<file path="config.mk">
export PLATFORM = sky130hd
export DESIGN_NAME = ppp_div_cell
export DESIGN_NICKNAME = d
export VERILOG_FILES = /design/src/design/ppp_pkg.sv /design/src/design/ppp_div_cell.sv
export SDC_FILE = /design/constraint.sdc
export NUM_CORES = 1
export LEC_CHECK = 0
export BUFFER_PORTS_ARGS = -buffer_cell sky130_fd_sc_hd__buf_2
export CAP_MARGIN = 20
export CORE_MARGIN = 3
export CORE_UTILIZATION = 50
export DETAILED_ROUTE_END_ITERATION = 16
export PLACE_DENSITY = 0.94
export SLEW_MARGIN = 40
export SYNTH_ARGS = -nofsm -noshare
export SYNTH_HDL_FRONTEND = slang
export SYNTH_SLANG_ARGS = --single-unit
</file>
<file path="constraint.sdc">
create_clock -name clk -period 4.2 [get_ports clk]
set_clock_uncertainty 0.05 [all_clocks]
set_input_delay 0.21 -clock clk [delete_from_list [all_inputs] [get_ports clk]]
set_output_delay 0.21 -clock clk [all_outputs]
set_load 0.1 [all_outputs]
</file>
<file path="src/design/ppp_pkg.sv">
// Shared types and constants for the pinhole point projector.
`timescale 1ns / 1ps
package ppp_pkg;
    localparam int CoordW   = 32;
    localparam int CoefW    = 32;
    localparam int PairW    = 64;
    localparam int NumPairs = 6;
    localparam int IdxW     = 3;
    localparam int SumW     = 49;
    localparam int MagW     = 48;
    localparam int QuotW    = 32;

    localparam logic [PairW-1:0] PairReset0 = 64'h0001_0000_0000_0000;
    localparam logic [PairW-1:0] PairReset1 = 64'h0;
    localparam logic [PairW-1:0] PairReset2 = 64'h0000_0000_0001_0000;
    localparam logic [PairW-1:0] PairReset3 = 64'h0;
    localparam logic [PairW-1:0] PairReset4 = 64'h0;
    localparam logic [PairW-1:0] PairReset5 = 64'h0001_0000_0000_0000;

    localparam logic [QuotW-1:0] PosLimit = 32'h7FFF_FFFF;
    localparam logic [QuotW-1:0] NegLimit = 32'h8000_0000;

    // One divider lane as it moves from cell to cell.
    typedef struct packed {
        logic [MagW-1:0]  rem;
        logic [QuotW-1:0] low;
        logic [QuotW-1:0] quot;
    } lane_t;

    // Per-item control that travels beside the divider lanes.
    typedef struct packed {
        logic [MagW-1:0] den;
        logic            neg_u;
        logic            neg_v;
        logic            ovf_u;
        logic            ovf_v;
        logic            zero;
    } side_t;
endpackage

</file>
<file path="src/design/ppp_div_cell.sv">
// One restoring division step: brings down a dividend bit and makes one quotient bit.
`timescale 1ns / 1ps
module ppp_div_cell (
    input  logic                       clk,
    input  logic                       en,
    input  logic [ppp_pkg::MagW-1:0]   den,
    input  ppp_pkg::lane_t             lane_in,
    output ppp_pkg::lane_t             lane_out
);
    import ppp_pkg::*;

    logic [MagW:0] shifted;
    logic          fits;
    lane_t         lane_next, lane_reg;

    always_comb
    begin
        shifted = {lane_in.rem, lane_in.low[QuotW-1]};
        fits    = shifted >= {1'b0, den};
        lane_next.rem  = fits ? MagW'(shifted - {1'b0, den}) : shifted[MagW-1:0];
        lane_next.low  = {lane_in.low[QuotW-2:0], 1'b0};
        lane_next.quot = {lane_in.quot[QuotW-2:0], fits};
    end

    always_ff @(posedge clk)
    begin
        if (en)
        begin
            lane_reg <= lane_next;
        end
    end

    assign lane_out = lane_reg;
endmodule

</file>
-- Word-level counts from Yosys, hierarchy flattened
Cells that the tools add are included.
- bits in registers: 111
- latch bits: 0
- memory bits (writable): 0
- ROM bits: 0
- output and inout port bits: 112
- memories: 0
- add/subtract/negate cells: 1
- $mul: 0
- divide/modulo/power cells: 0
- $lt $le $gt $ge: 1
- eq/ne operators: 0
- shift operators: 0
- mux-type cells: 1
- bitwise gates (word level): 0
- reductions and logical operators: 0
- operator list (operator ; count):
    49-bit by 48-bit >= comparator with 1-bit output ; 1
    48-bit 2-to-1 mux ; 1
    48-bit subtractor ; 1

-- Logic depth before layout (Yosys ltp)
Gate-level depths: netlist (run 1).
- depth in word-level cells: 2
- mapped depth: 14

-- Least setup slack after synthesis (run 1)
OpenSTA, ideal clock, no wires.
- path kind: input -> register
- from: input port den[24] (netlist bit)
- to: register lane_reg (netlist bit lane_out[105]) (data pin)
- data arrival time: 2.765 ns
- path slack: 1.124 ns
- stages: 12
- buffers on the path: 3
- cells stage by stage: inv_1 -> ha_1 -> buf_2 -> nand4_1 -> or3_1 -> or3_1 -> o41ai_2 -> a31oi_1 -> o31ai_4 -> buf_6 -> buf_8 -> mux2_4
- RTL lines (what ; RTL line ; source):
    start, declared ; ppp_div_cell.sv:6 ; input logic [ppp_pkg::MagW-1:0] den,
    end signal, assigned ; ppp_div_cell.sv:29 ; lane_reg <= lane_next;
    end, declared ; ppp_div_cell.sv:14 ; lane_t lane_next, lane_reg;

==> flow_summary.json, run 1 <==
{
  "initial_core_util_pct": 52.09,
  "status": "finished, final reports clean",
  "grt_usage_pct": 30.92,
  "cts_resized": 0,
  "drcViolationCount": 0,
  "pwr-share-comb_pct": 45.1,
  "fp.dieW_um": 124.6,
  "num_io_pins": 274,
  "wire_per_inst_um": 22.62,
  "maxCapViolations": 0,
  "fin_util_pct": 69.47,
  "crit_type": "input port to flop",
  "crit_required_ns": 4.25,
  "drtPass1Iterations": 5,
  "grt_max_degree": 50,
  "yosys_warnings": 0,
  "synth.cell_area_um2": 7035,
  "yosysTopAreaCell": "edfxtp_1",
  "place_congestion": 0.8692,
  "grt_setup_unrepaired": "no",
  "relSlewSlack_pct": 44.25,
  "cts_tree": "done",
  "synth_area_leaders": "edfxtp_1 47%, ha_1 8.5%, mux2_2 6.2%, a21oi_1 3.8%, inv_1 3.3%",
  "overflow": 0,
  "antenna_found_initial": 2,
  "core_area_um2": 13510,
  "synthFlopType": "edfxtp_1",
  "drt_iter0_drc": 805,
  "yosys.cell_types.count": 60,
  "finalSetupViolCount": 0,
  "switching_share_pct": 46.35,
  "cts_buffer_depth": 2,
  "max_freq_mhz": 289.1,
  "postSynthCellCount": 644,
  "nNetsFinal": 1173,
  "syn_nets": 855,
  "port_buffers": 271,
  "p_total_mw": 4.208,
  "drt_wl_total_um": 25900,
  "period_needed_ns": 3.459,
  "ant_nets": 0,
  "synth_area_per_cell_um2": 10.92,
  "cp-end-kind": "flop",
  "cts_buffers": 9,
  "design_area_um2": 9383,
  "dieArea_um2": 15530,
  "largest_reg_flops": 111,
  "synth-seq-cells": 111,
  "layout-drive-gt1-share_pct": 35.68,
  "yosys.area.top_type_share_pct": 47.38,
  "ys_top_cells_by_count": "111 x edfxtp_1, 61 x inv_1, 53 x a21oi_1",
  "cts-root-buf": "clkbuf_16",
  "viasPerCell": 6.010,
  "worst_path_largest_cell_delay_ns": 0.66,
  "arrival_ns": 3.51,
  "min_from": "lane_in[38]",
  "hp-class": "input port to flop",
  "grt_pass1_vias": 6691,
  "place_hpwl_um": 17310,
  "vias": 6881,
  "whs_endpoint": "lane_out[39]",
  "hold_viol_final": 0,
  "grt_pass1_wl_um": 37810,
  "placed_area_um2": 8508,
  "crit_family": "compound AO/OA/AOI/OAI gates",
  "p_seq_share_pct": 34.1,
  "setup-tns-final_ns": 0,
  "yosysSeqAreaShare_pct": 47.38,
  "cp_num_buf_inv": 2,
  "p_leak_nw": 4.259,
  "p_int_mw": 2.257,
  "ir_drop_mv": 0.2400,
  "cts.sinks": 111,
  "crit_chain": "buf_2, inv_1, ha_1, fa_1, nor2b_1, o2111ai_1, nand2_1, o221ai_1, o21a_1, o21bai_1, nand4_1, and4b_1, mux2_4",
  "fin_cells": 1145,
  "critPathSlowestCell": "o21bai_1",
  "p_clk_share_pct": 20.9,
  "area_growth_pct": 33.36,
  "synth_edf_count": 111,
  "rows": 42,
  "cts_max_level": 3,
  "holdPathStages": 1,
  "power.switching_mw": 1.951,
  "async_reset_ff_share_pct": 0,
  "critPathMaxFanout": 7,
  "period_share_pct": 82.35,
  "yosysMostFrequentCell": "edfxtp_1",
  "fp.dieH_um": 124.6,
  "clk_pin_slew_worst_paths_ns": 0.08,
  "slew_violations": 0,
  "worstMarginPinSlew_ns": 0.8346,
  "critical_path.startpoint_type": "input port",
  "cellPowerDensity_nw_per_um2": 448.5,
  "dpl.cell_count": 1069,
  "nFillCells": 897
}
power by group through the flow:
| stage | Combinational, mW | Sequential, mW | Clock [mW] |
|---|---|---|---|
| 2_1_floorplan | 0.522 | 2.36 | 0 |
| 5_1_grt | 1.96 | 1.44 | 0.927 |
| 3_5_place_dp | 1.80 | 1.44 | 0 |
| 4_1_cts | 1.86 | 1.42 | 0.856 |
| 3_3_place_gp | 1.76 | 1.43 | 0 |
| 6_report | 1.90 | 1.43 | 0.878 |
through the flow:
| step | worst slack, ns | hold WS (ns) |
|---|---|---|
| finish | 0.7411 | 0.01007 |
| global route | 0.6329 | 0.001915 |
| CTS | 0.8853 | 0.0002952 |
| detailed placement | 0.5626 | 0.3386 |
| global placement | 0.5980 | 0.3367 |
| floorplan | 1.124 | 0.2589 |
routing by layer:
layer	GRT usage, %	wire [um]	part of all wire (%)	vias up
met4	15.60	1479	5.7	0
met5	0	0	0	-
li1	-	-	-	3020
met2	52.61	12680	49	579
met1	36.80	9044	35	3168
met3	6.904	2696	10	114
repair_timing:
action	CTS	global route
hold buffers	55	3
setup endpoints to repair	0	0
buffers inserted	0	0
endpoints found under the hold margin	55	3
cell usage in the layout (no fill, tap or decap), types with 3 or more instances in the layout:
cell and instances:
ha_1 48, o22ai_1 3, inv_1 61, mux2i_1 4, clkbuf_16 9, nor3_1 12
xor2_1 15, a221o_1 4, mux2_2 39, nor3b_1 4, nand2_1 47, o21bai_1 11
mux2_4 5, edfxtp_1 111, a31oi_1 8, a21oi_1 53, or3_1 3, nand4_1 14
a21o_1 18, and3_1 3, nand2b_1 5, buf_2 270, o21ai_0 23, xnor2_1 26
nor2_1 32, a211oi_1 5, dlygate4sd3_1 58, o211ai_1 4, inv_6 3, nand3_1 14
buf_4 6, o21a_1 4
final cells by class:
class | count | area [um^2] | area share [%]
Sequential cell | 111 | 3333 | 35.52
Multi-Input combinational cell | 444 | 3309 | 35.27
Clock inverter | 7 | 63.81 | 0.6801
Antenna cell | 2 | 5.005 | 0.05334
Inverter | 61 | 229.0 | 2.440
Clock buffer | 9 | 225.2 | 2.400
Timing Repair Buffer | 335 | 1997 | 21.28
Tap cell | 176 | 220.2 | 2.347
worst max path at each step:
stage | slack (ns) | startpoint | cells past startpoint | endpoint
final | 0.74 | lane_in[63] | 13 | lane_out[108]
after global routing | 0.63 | den[7] | 13 | lane_out[101]
after CTS | 0.89 | den[7] | 13 | lane_out[104]
after detailed placement | 0.56 | den[7] | 13 | lane_out[97]
after global placement | 0.60 | den[7] | 13 | lane_out[82]
after floorplan | 1.12 | den[24] | 12 | lane_out[105]
cells by family after synthesis:
logic type,after synthesis,share of synthesized area (%)
compound gates,156,14.85
flops,111,47.38
mux,48,7.878
fa+ha+maj,49,8.821
buf+inv,89,5.584
other cells,1,0.05330
xor+xnor,41,5.104
simple gates,149,10.33
(Power assumes the default switching activity.)
==> run 2: changes to the inputs <==
--- a/config.mk
+++ b/config.mk
@@ -5,12 +5,13 @@
 export SDC_FILE = /design/constraint.sdc
 export NUM_CORES = 1
 export LEC_CHECK = 0
+export ABC_AREA = 1
 export BUFFER_PORTS_ARGS = -buffer_cell sky130_fd_sc_hd__buf_2
 export CAP_MARGIN = 20
 export CORE_MARGIN = 3
-export CORE_UTILIZATION = 50
+export CORE_UTILIZATION = 47
 export DETAILED_ROUTE_END_ITERATION = 16
-export PLACE_DENSITY = 0.94
+export PLACE_DENSITY = 0.9
 export SLEW_MARGIN = 40
 export SYNTH_ARGS = -nofsm -noshare
 export SYNTH_HDL_FRONTEND = slang
==> constraint.sdc (replaced) <==
create_clock -name clk -period 3 [get_ports clk]
set_clock_uncertainty 0.05 [all_clocks]
set_input_delay 0.15 -clock clk [delete_from_list [all_inputs] [get_ports clk]]
set_output_delay 0.15 -clock clk [all_outputs]
set_load 0.1 [all_outputs]
==> run 2 against run 1 <==
  * Core utilization fell by 6.2 points
  * Clock-buffer cell count did not move
  * Critical endpoint is now lane_out[106]
  * Critical path depth fell by 2
  * Worst hold slack improved by 0.047 ns
  * Sequential share of layout area fell by 5.5 points
  * Largest power group unchanged
  * Highest routed layer is now met5
  * Global-route usage fell by 1.7 points
  * Largest cell class is now multi-input combinational cells
  * Cell area rose by 18%
==> flow_summary.json, run 2 <==
{
  "cts_hold_repair.buffers": 62,
  "layout-drive-gt1-share_pct": 19.32,
  "num_io_pins": 274,
  "final_cell_mix": "519 x nand2_1, 276 x inv_1, 270 x buf_2",
  "yosys.area.top_type_share_pct": 39.01,
  "nNetsFinal": 1795,
  "cp-end-kind": "flop",
  "setup-tns-final_ns": 0,
  "fp.dieW_um": 140.8,
  "syn_nets": 1466,
  "initial_core_util_pct": 48.72,
  "synthFlopType": "edfxtp_1",
  "synth.cell_area_um2": 8544,
  "status": "finished, final reports clean",
  "crit_type": "input port to flop",
  "synth_area_per_cell_um2": 6.808,
  "async_reset_ff_share_pct": 0,
  "dieArea_um2": 19830,
  "antenna_found_initial": 4,
  "grt_pass1_wl_um": 45110,
  "drtPass1Iterations": 6,
  "grt_setup_unrepaired": "no",
  "synth_edf_count": 111,
  "nFillCells": 1588,
  "yosys.cell_types.count": 31,
  "placed_area_um2": 10150,
  "crit_chain": "buf_2, inv_1, ha_1, nand2_1, nor2_1, nand2_1, nor3_2, nand3_2, buf_4, nand4_1, nand2_1",
  "crit_top_cell": "nand2_1",
  "area_growth_pct": 29.87,
  "drt_iter0_drc": 565,
  "grt_pass1_vias": 8288,
  "wire_per_inst_um": 16.24,
  "hold_viol_final": 0,
  "worst_path_largest_cell_delay_ns": 0.37,
  "largest_reg_flops": 111,
  "grt_max_degree": 75,
  "drcViolationCount": 0,
  "viasPerCell": 4.894,
  "yosysSeqAreaShare_pct": 39.01,
  "critical_path_cell_count": 11,
  "maxCapViolations": 0,
  "fp.dieH_um": 140.8,
  "p_leak_nw": 6.269,
  "vias": 8887,
  "rows": 48,
  "yosysTopAreaCell": "edfxtp_1",
  "critical_path.startpoint_type": "input port",
  "worstMarginPinSlew_ns": 0.5684,
  "critPathMaxFanout": 42,
  "arrival_ns": 2.41,
  "overflow": 0,
  "p_total_mw": 5.931,
  "whs_endpoint": "lane_out[99]",
  "clk_pin_slew_worst_paths_ns": 0.10,
  "crit_family": "simple AND/OR/NAND/NOR gates",
  "relSlewSlack_pct": 62.10,
  "cts_resized": 0,
  "cp_num_buf_inv": 3,
  "cts.sinks": 111,
  "synth-seq-cells": 111,
  "design_area_um2": 11100,
  "register_area_um2": 3333,
  "post_cts_buffers": 0,
  "port_buffers": 271,
  "ys_top_cells_by_count": "519 x nand2_1, 276 x inv_1, 111 x edfxtp_1",
  "hp-class": "input port to flop",
  "slew_violations": 0,
  "cts_max_level": 3,
  "holdPathStages": 3,
  "finalSetupViolCount": 0,
  "cts-root-buf": "clkbuf_16",
  "cts_tree": "done",
  "place_hpwl_um": 23170,
  "ant_nets": 0,
  "layout_commonest_cell": "nand2_1",
  "crit_required_ns": 3.08,
  "critPathSlowestCell": "buf_4",
  "period_share_pct": 77.57,
  "period_needed_ns": 2.327,
  "drt_wl_total_um": 29490,
  "cts_buffer_depth": 2,
  "yosys_warnings": 0,
  "place_congestion": 0.9538,
  "cts_buffers": 9,
  "synth_area_leaders": "edfxtp_1 39%, nand2_1 23%, inv_1 12%, ha_1 7.0%, nor2_1 4.4%",
  "max_freq_mhz": 429.7,
  "grt_usage_pct": 29.23,
  "multi_input_area_um2": 4058,
  "yosysMostFrequentCell": "nand2_1",
  "min_from": "lane_in[98]",
  "core_area_um2": 17540,
  "cellPowerDensity_nw_per_um2": 534.4,
  "postSynthCellCount": 1255,
  "ir_drop_mv": 0.4384
}
run 2: cell types whose count changed after synthesis, sizes merged, moves of 7 or more:
| cell | change |
|---|---|
| nand2 | +473 |
| inv | +217 |
| nor2 | +70 |
| nand4 | +45 |
| mux2 | -44 |
| nand3 | +33 |
| a21oi | -26 |
| o21ai | -25 |
| xnor2 | -24 |
| a21o | -18 |
| a31oi | -8 |
| nor3 | -8 |
| xor2 | +8 |
| o21bai | -7 |
run 2: cells by family (layout without fill, tap and decap cells):
group | after synthesis | count (layout) | share of synthesized area (%)
AND/OR/NAND/NOR | 737 | 737 | 35.48
XOR/XNOR | 25 | 25 | 2.563
flip-flops | 111 | 111 | 39.01
adder cells (fa/ha/maj) | 49 | 49 | 7.263
other | 1 | 3 | 0.04389
buffers and inverters | 300 | 634 | 13.59
AO/OA/AOI/OAI | 32 | 32 | 2.050
run 2: tightest hold or removal path, cell delays in order:
cell and delay [ns]:
buf_2 0.09, nand4_1 0.08, nand2_1 0.07
run 2: worst max path at each step:
stage | end | start | slack (ns)
after floorplan | lane_out[76] | den[9] | 1.04
after global placement | lane_out[69] | lane_in[99] | 0.31
after detailed placement | lane_out[108] | den[35] | 0.29
after CTS | lane_out[106] | den[35] | 0.67
after global routing | lane_out[68] | den[36] | 0.53
final | lane_out[106] | den[35] | 0.67
run 2: per-layer routing:
metal  wire length (um)  vias to the layer above  share of wire [%]  track usage [%]
met4                734                        4                2.5            8.975
met1              12430                     3959                 42            37.49
met5                 38                        -               0.13                0
met3               2252                       49                7.6            5.529
met2              14040                      356                 48            50.23
li1                   -                     4519                  -                -
run 2: power breakdown:
| part | leakage [nW] | total [mW] | internal [mW] | switching, mW |
|---|---|---|---|---|
| combinational | 5.03 | 2.65 | 0.571 | 2.08 |
| sequential | 1.08 | 1.96 | 1.92 | 0.0453 |
| clock | 0.154 | 1.31 | 0.611 | 0.702 |
run 2: metrics by stage:
step,worst slack [ns],std cells,utilization (%),hold slack (ns)
6_report,0.6729,1816,63.28,0.05685
5_1_grt,0.5333,1816,63.28,0.06759
4_1_cts,0.6719,1814,63.25,0.05288
3_5_place_dp,0.2891,1736,57.89,0.2787
3_3_place_gp,0.3132,1736,57.89,0.2761
2_1_floorplan,1.041,1255,-,0.1989
run 2: area by class of cell:
type	instances	share of cell area, %
antenna	2	0.04510
clock buffer	9	2.030
clock inverter	7	0.8456
inverter	278	9.404
multi-input combinational	844	36.57
sequential	111	30.04
tap	225	2.537
timing repair buffer	340	18.54
==> run 3: changes to the inputs <==
--- a/config.mk
+++ b/config.mk
@@ -9,9 +9,9 @@
 export BUFFER_PORTS_ARGS = -buffer_cell sky130_fd_sc_hd__buf_2
 export CAP_MARGIN = 20
 export CORE_MARGIN = 3
-export CORE_UTILIZATION = 47
+export CORE_UTILIZATION = 52
 export DETAILED_ROUTE_END_ITERATION = 16
-export PLACE_DENSITY = 0.9
+export PLACE_DENSITY = 0.93
 export SLEW_MARGIN = 40
 export SYNTH_ARGS = -nofsm -noshare
 export SYNTH_HDL_FRONTEND = slang
==> constraint.sdc (replaced) <==
create_clock -name clk -period 2.4 [get_ports clk]
set_clock_uncertainty 0.05 [all_clocks]
set_input_delay 0.12 -clock clk [delete_from_list [all_inputs] [get_ports clk]]
set_output_delay 0.12 -clock clk [all_outputs]
set_load 0.1 [all_outputs]
==> run 3 against run 2 <==
  * Via count grew 7.0%
  * Core utilization grew 7.2 points
  * Die area shrank 9.2%
  * Worst hold slack lost 0.032 ns
  * Clock power grew 26%
  * Critical path type unchanged
  * Critical endpoint is now lane_out[93]
  * Largest power group unchanged
==> flow_summary.json, run 3 (synthesized netlist as in run 2, its figures left out) <==
{
  "period_share_pct": 87.01,
  "core_area_um2": 16000,
  "grt_setup_unrepaired": "no",
  "cts_max_level": 3,
  "whs_endpoint": "lane_out[77]",
  "relSlewSlack_pct": 61.03,
  "port_buffers": 271,
  "setup_ws_ns": 0.3117,
  "maxCapViolations": 0,
  "drt_wl_total_um": 33580,
  "hold_viol_final": 0,
  "initial_core_util_pct": 53.40,
  "arrival_ns": 2.16,
  "cts-root-buf": "clkbuf_16",
  "fin_cells": 1828,
  "vias": 9513,
  "nNetsFinal": 1817,
  "holdPathStages": 3,
  "grt_pass1_wl_um": 50270,
  "design_area_um2": 11280,
  "num_io_pins": 274,
  "cts_resized": 0,
  "ir_drop_mv": 0.4342,
  "drt_iter0_drc": 1000,
  "grt_usage_pct": 36.32,
  "area_growth_pct": 32.07,
  "dpl.cell_count": 1749,
  "place_hpwl_um": 23680,
  "worstMarginPinSlew_ns": 0.5886,
  "critPathMaxFanout": 5,
  "slew_violations": 0,
  "fp.dieW_um": 134.2,
  "drcViolationCount": 0,
  "crit_type": "input port to flop",
  "layout_commonest_cell": "nand2_1",
  "cts_buffers": 9,
  "max_freq_mhz": 478.9,
  "dieArea_um2": 18010,
  "viasPerCell": 5.204,
  "setup-tns-final_ns": 0,
  "layout-drive-gt1-share_pct": 20.42,
  "status": "finished, final reports clean",
  "cellPowerDensity_nw_per_um2": 670.2,
  "cts_buffer_depth": 2,
  "overflow": 0,
  "place_congestion": 0.9138,
  "cts_tree": "done",
  "largest_reg_flops": 111,
  "cts.sinks": 111,
  "final_cell_mix": "519 x nand2_1, 276 x inv_1, 270 x buf_2",
  "hp-class": "input port to flop",
  "cp-end-kind": "flop",
  "grt_pass1_vias": 9122,
  "drtPass1Iterations": 5,
  "wire_per_inst_um": 18.37,
  "critical_path.startpoint_type": "input port",
  "ant_nets": 0,
  "holdWs_ns": 0.02478,
  "rows": 46,
  "period_needed_ns": 2.088,
  "antenna_found_initial": 3,
  "finalSetupViolCount": 0,
  "fp.dieH_um": 134.2,
  "p_leak_nw": 6.394,
  "clk_pin_slew_worst_paths_ns": 0.10,
  "placed_area_um2": 10360,
  "crit_required_ns": 2.47,
  "min_from": "lane_in[76]",
  "pre_cts_ws_ns": 0.06571,
  "grt_max_degree": 56
}
[run 3: worst max path at each step]
stage | startpoint | endpoint | slack, ns | cells after the start
2_1_floorplan | den[9] | lane_out[76] | 0.47 | 11
3_3_place_gp | den[40] | lane_out[97] | 0.1 | 12
3_5_place_dp | den[35] | lane_out[88] | 0.07 | 11
4_1_cts | den[35] | lane_out[86] | 0.44 | 11
5_1_grt | den[24] | lane_out[93] | 0.18 | 14
6_report | den[27] | lane_out[93] | 0.31 | 14
[run 3: cell type report]
type / instances / area [um^2]
Multi-Input combinational cell: 844 / 4058
Antenna cell: 1 / 2.502
Sequential cell: 111 / 3333
Tap cell: 216 / 270.3
Fill cell: 1291 / 4716
Clock inverter: 7 / 80.08
Timing Repair Buffer: 362 / 2272
Clock buffer: 9 / 225.2
Inverter: 278 / 1044
[run 3: worst max-delay path, stage by stage]
cell,delay [ns]
buf_2,0.09
inv_1,0.07
ha_1,0.37
nand2_1,0.13
nor2_1,0.32
nand2_1,0.12
nor2_1,0.12
inv_1,0.06
a21oi_1,0.31
nor2_1,0.09
nand2_1,0.07
nand2_1,0.09
nand2_1,0.10
nand2_1,0.09
[run 3: timing repair]
item,in CTS,in global routing
endpoints found under the hold margin,62,0
buffers inserted,0,0
hold buffers,62,0
[run 3: layer usage]
metal | up-vias | wire length (um) | track usage [%]
met3 | 138 | 3186 | 7.314
li1 | 4575 | - | -
met4 | 4 | 1815 | 17.19
met1 | 4182 | 12950 | 45.23
met2 | 614 | 15600 | 60.73
met5 | - | 30 | 0
[run 3: stage by stage]
stage                     utilization [%]  power [mW]
after floorplan                         -       5.011
after global placement              64.72       5.712
after detailed placement            64.72       5.767
after CTS                           70.51       7.415
after global routing                70.53       7.812
final                               70.53       7.563
[run 3: where the power goes]
part           switching [mW]  leakage (nW)  internal (mW)  total (mW)
Clock                   0.895         0.146          0.753        1.65
Combinational            2.69          5.16          0.758        3.45
Sequential             0.0684          1.08           2.40        2.47
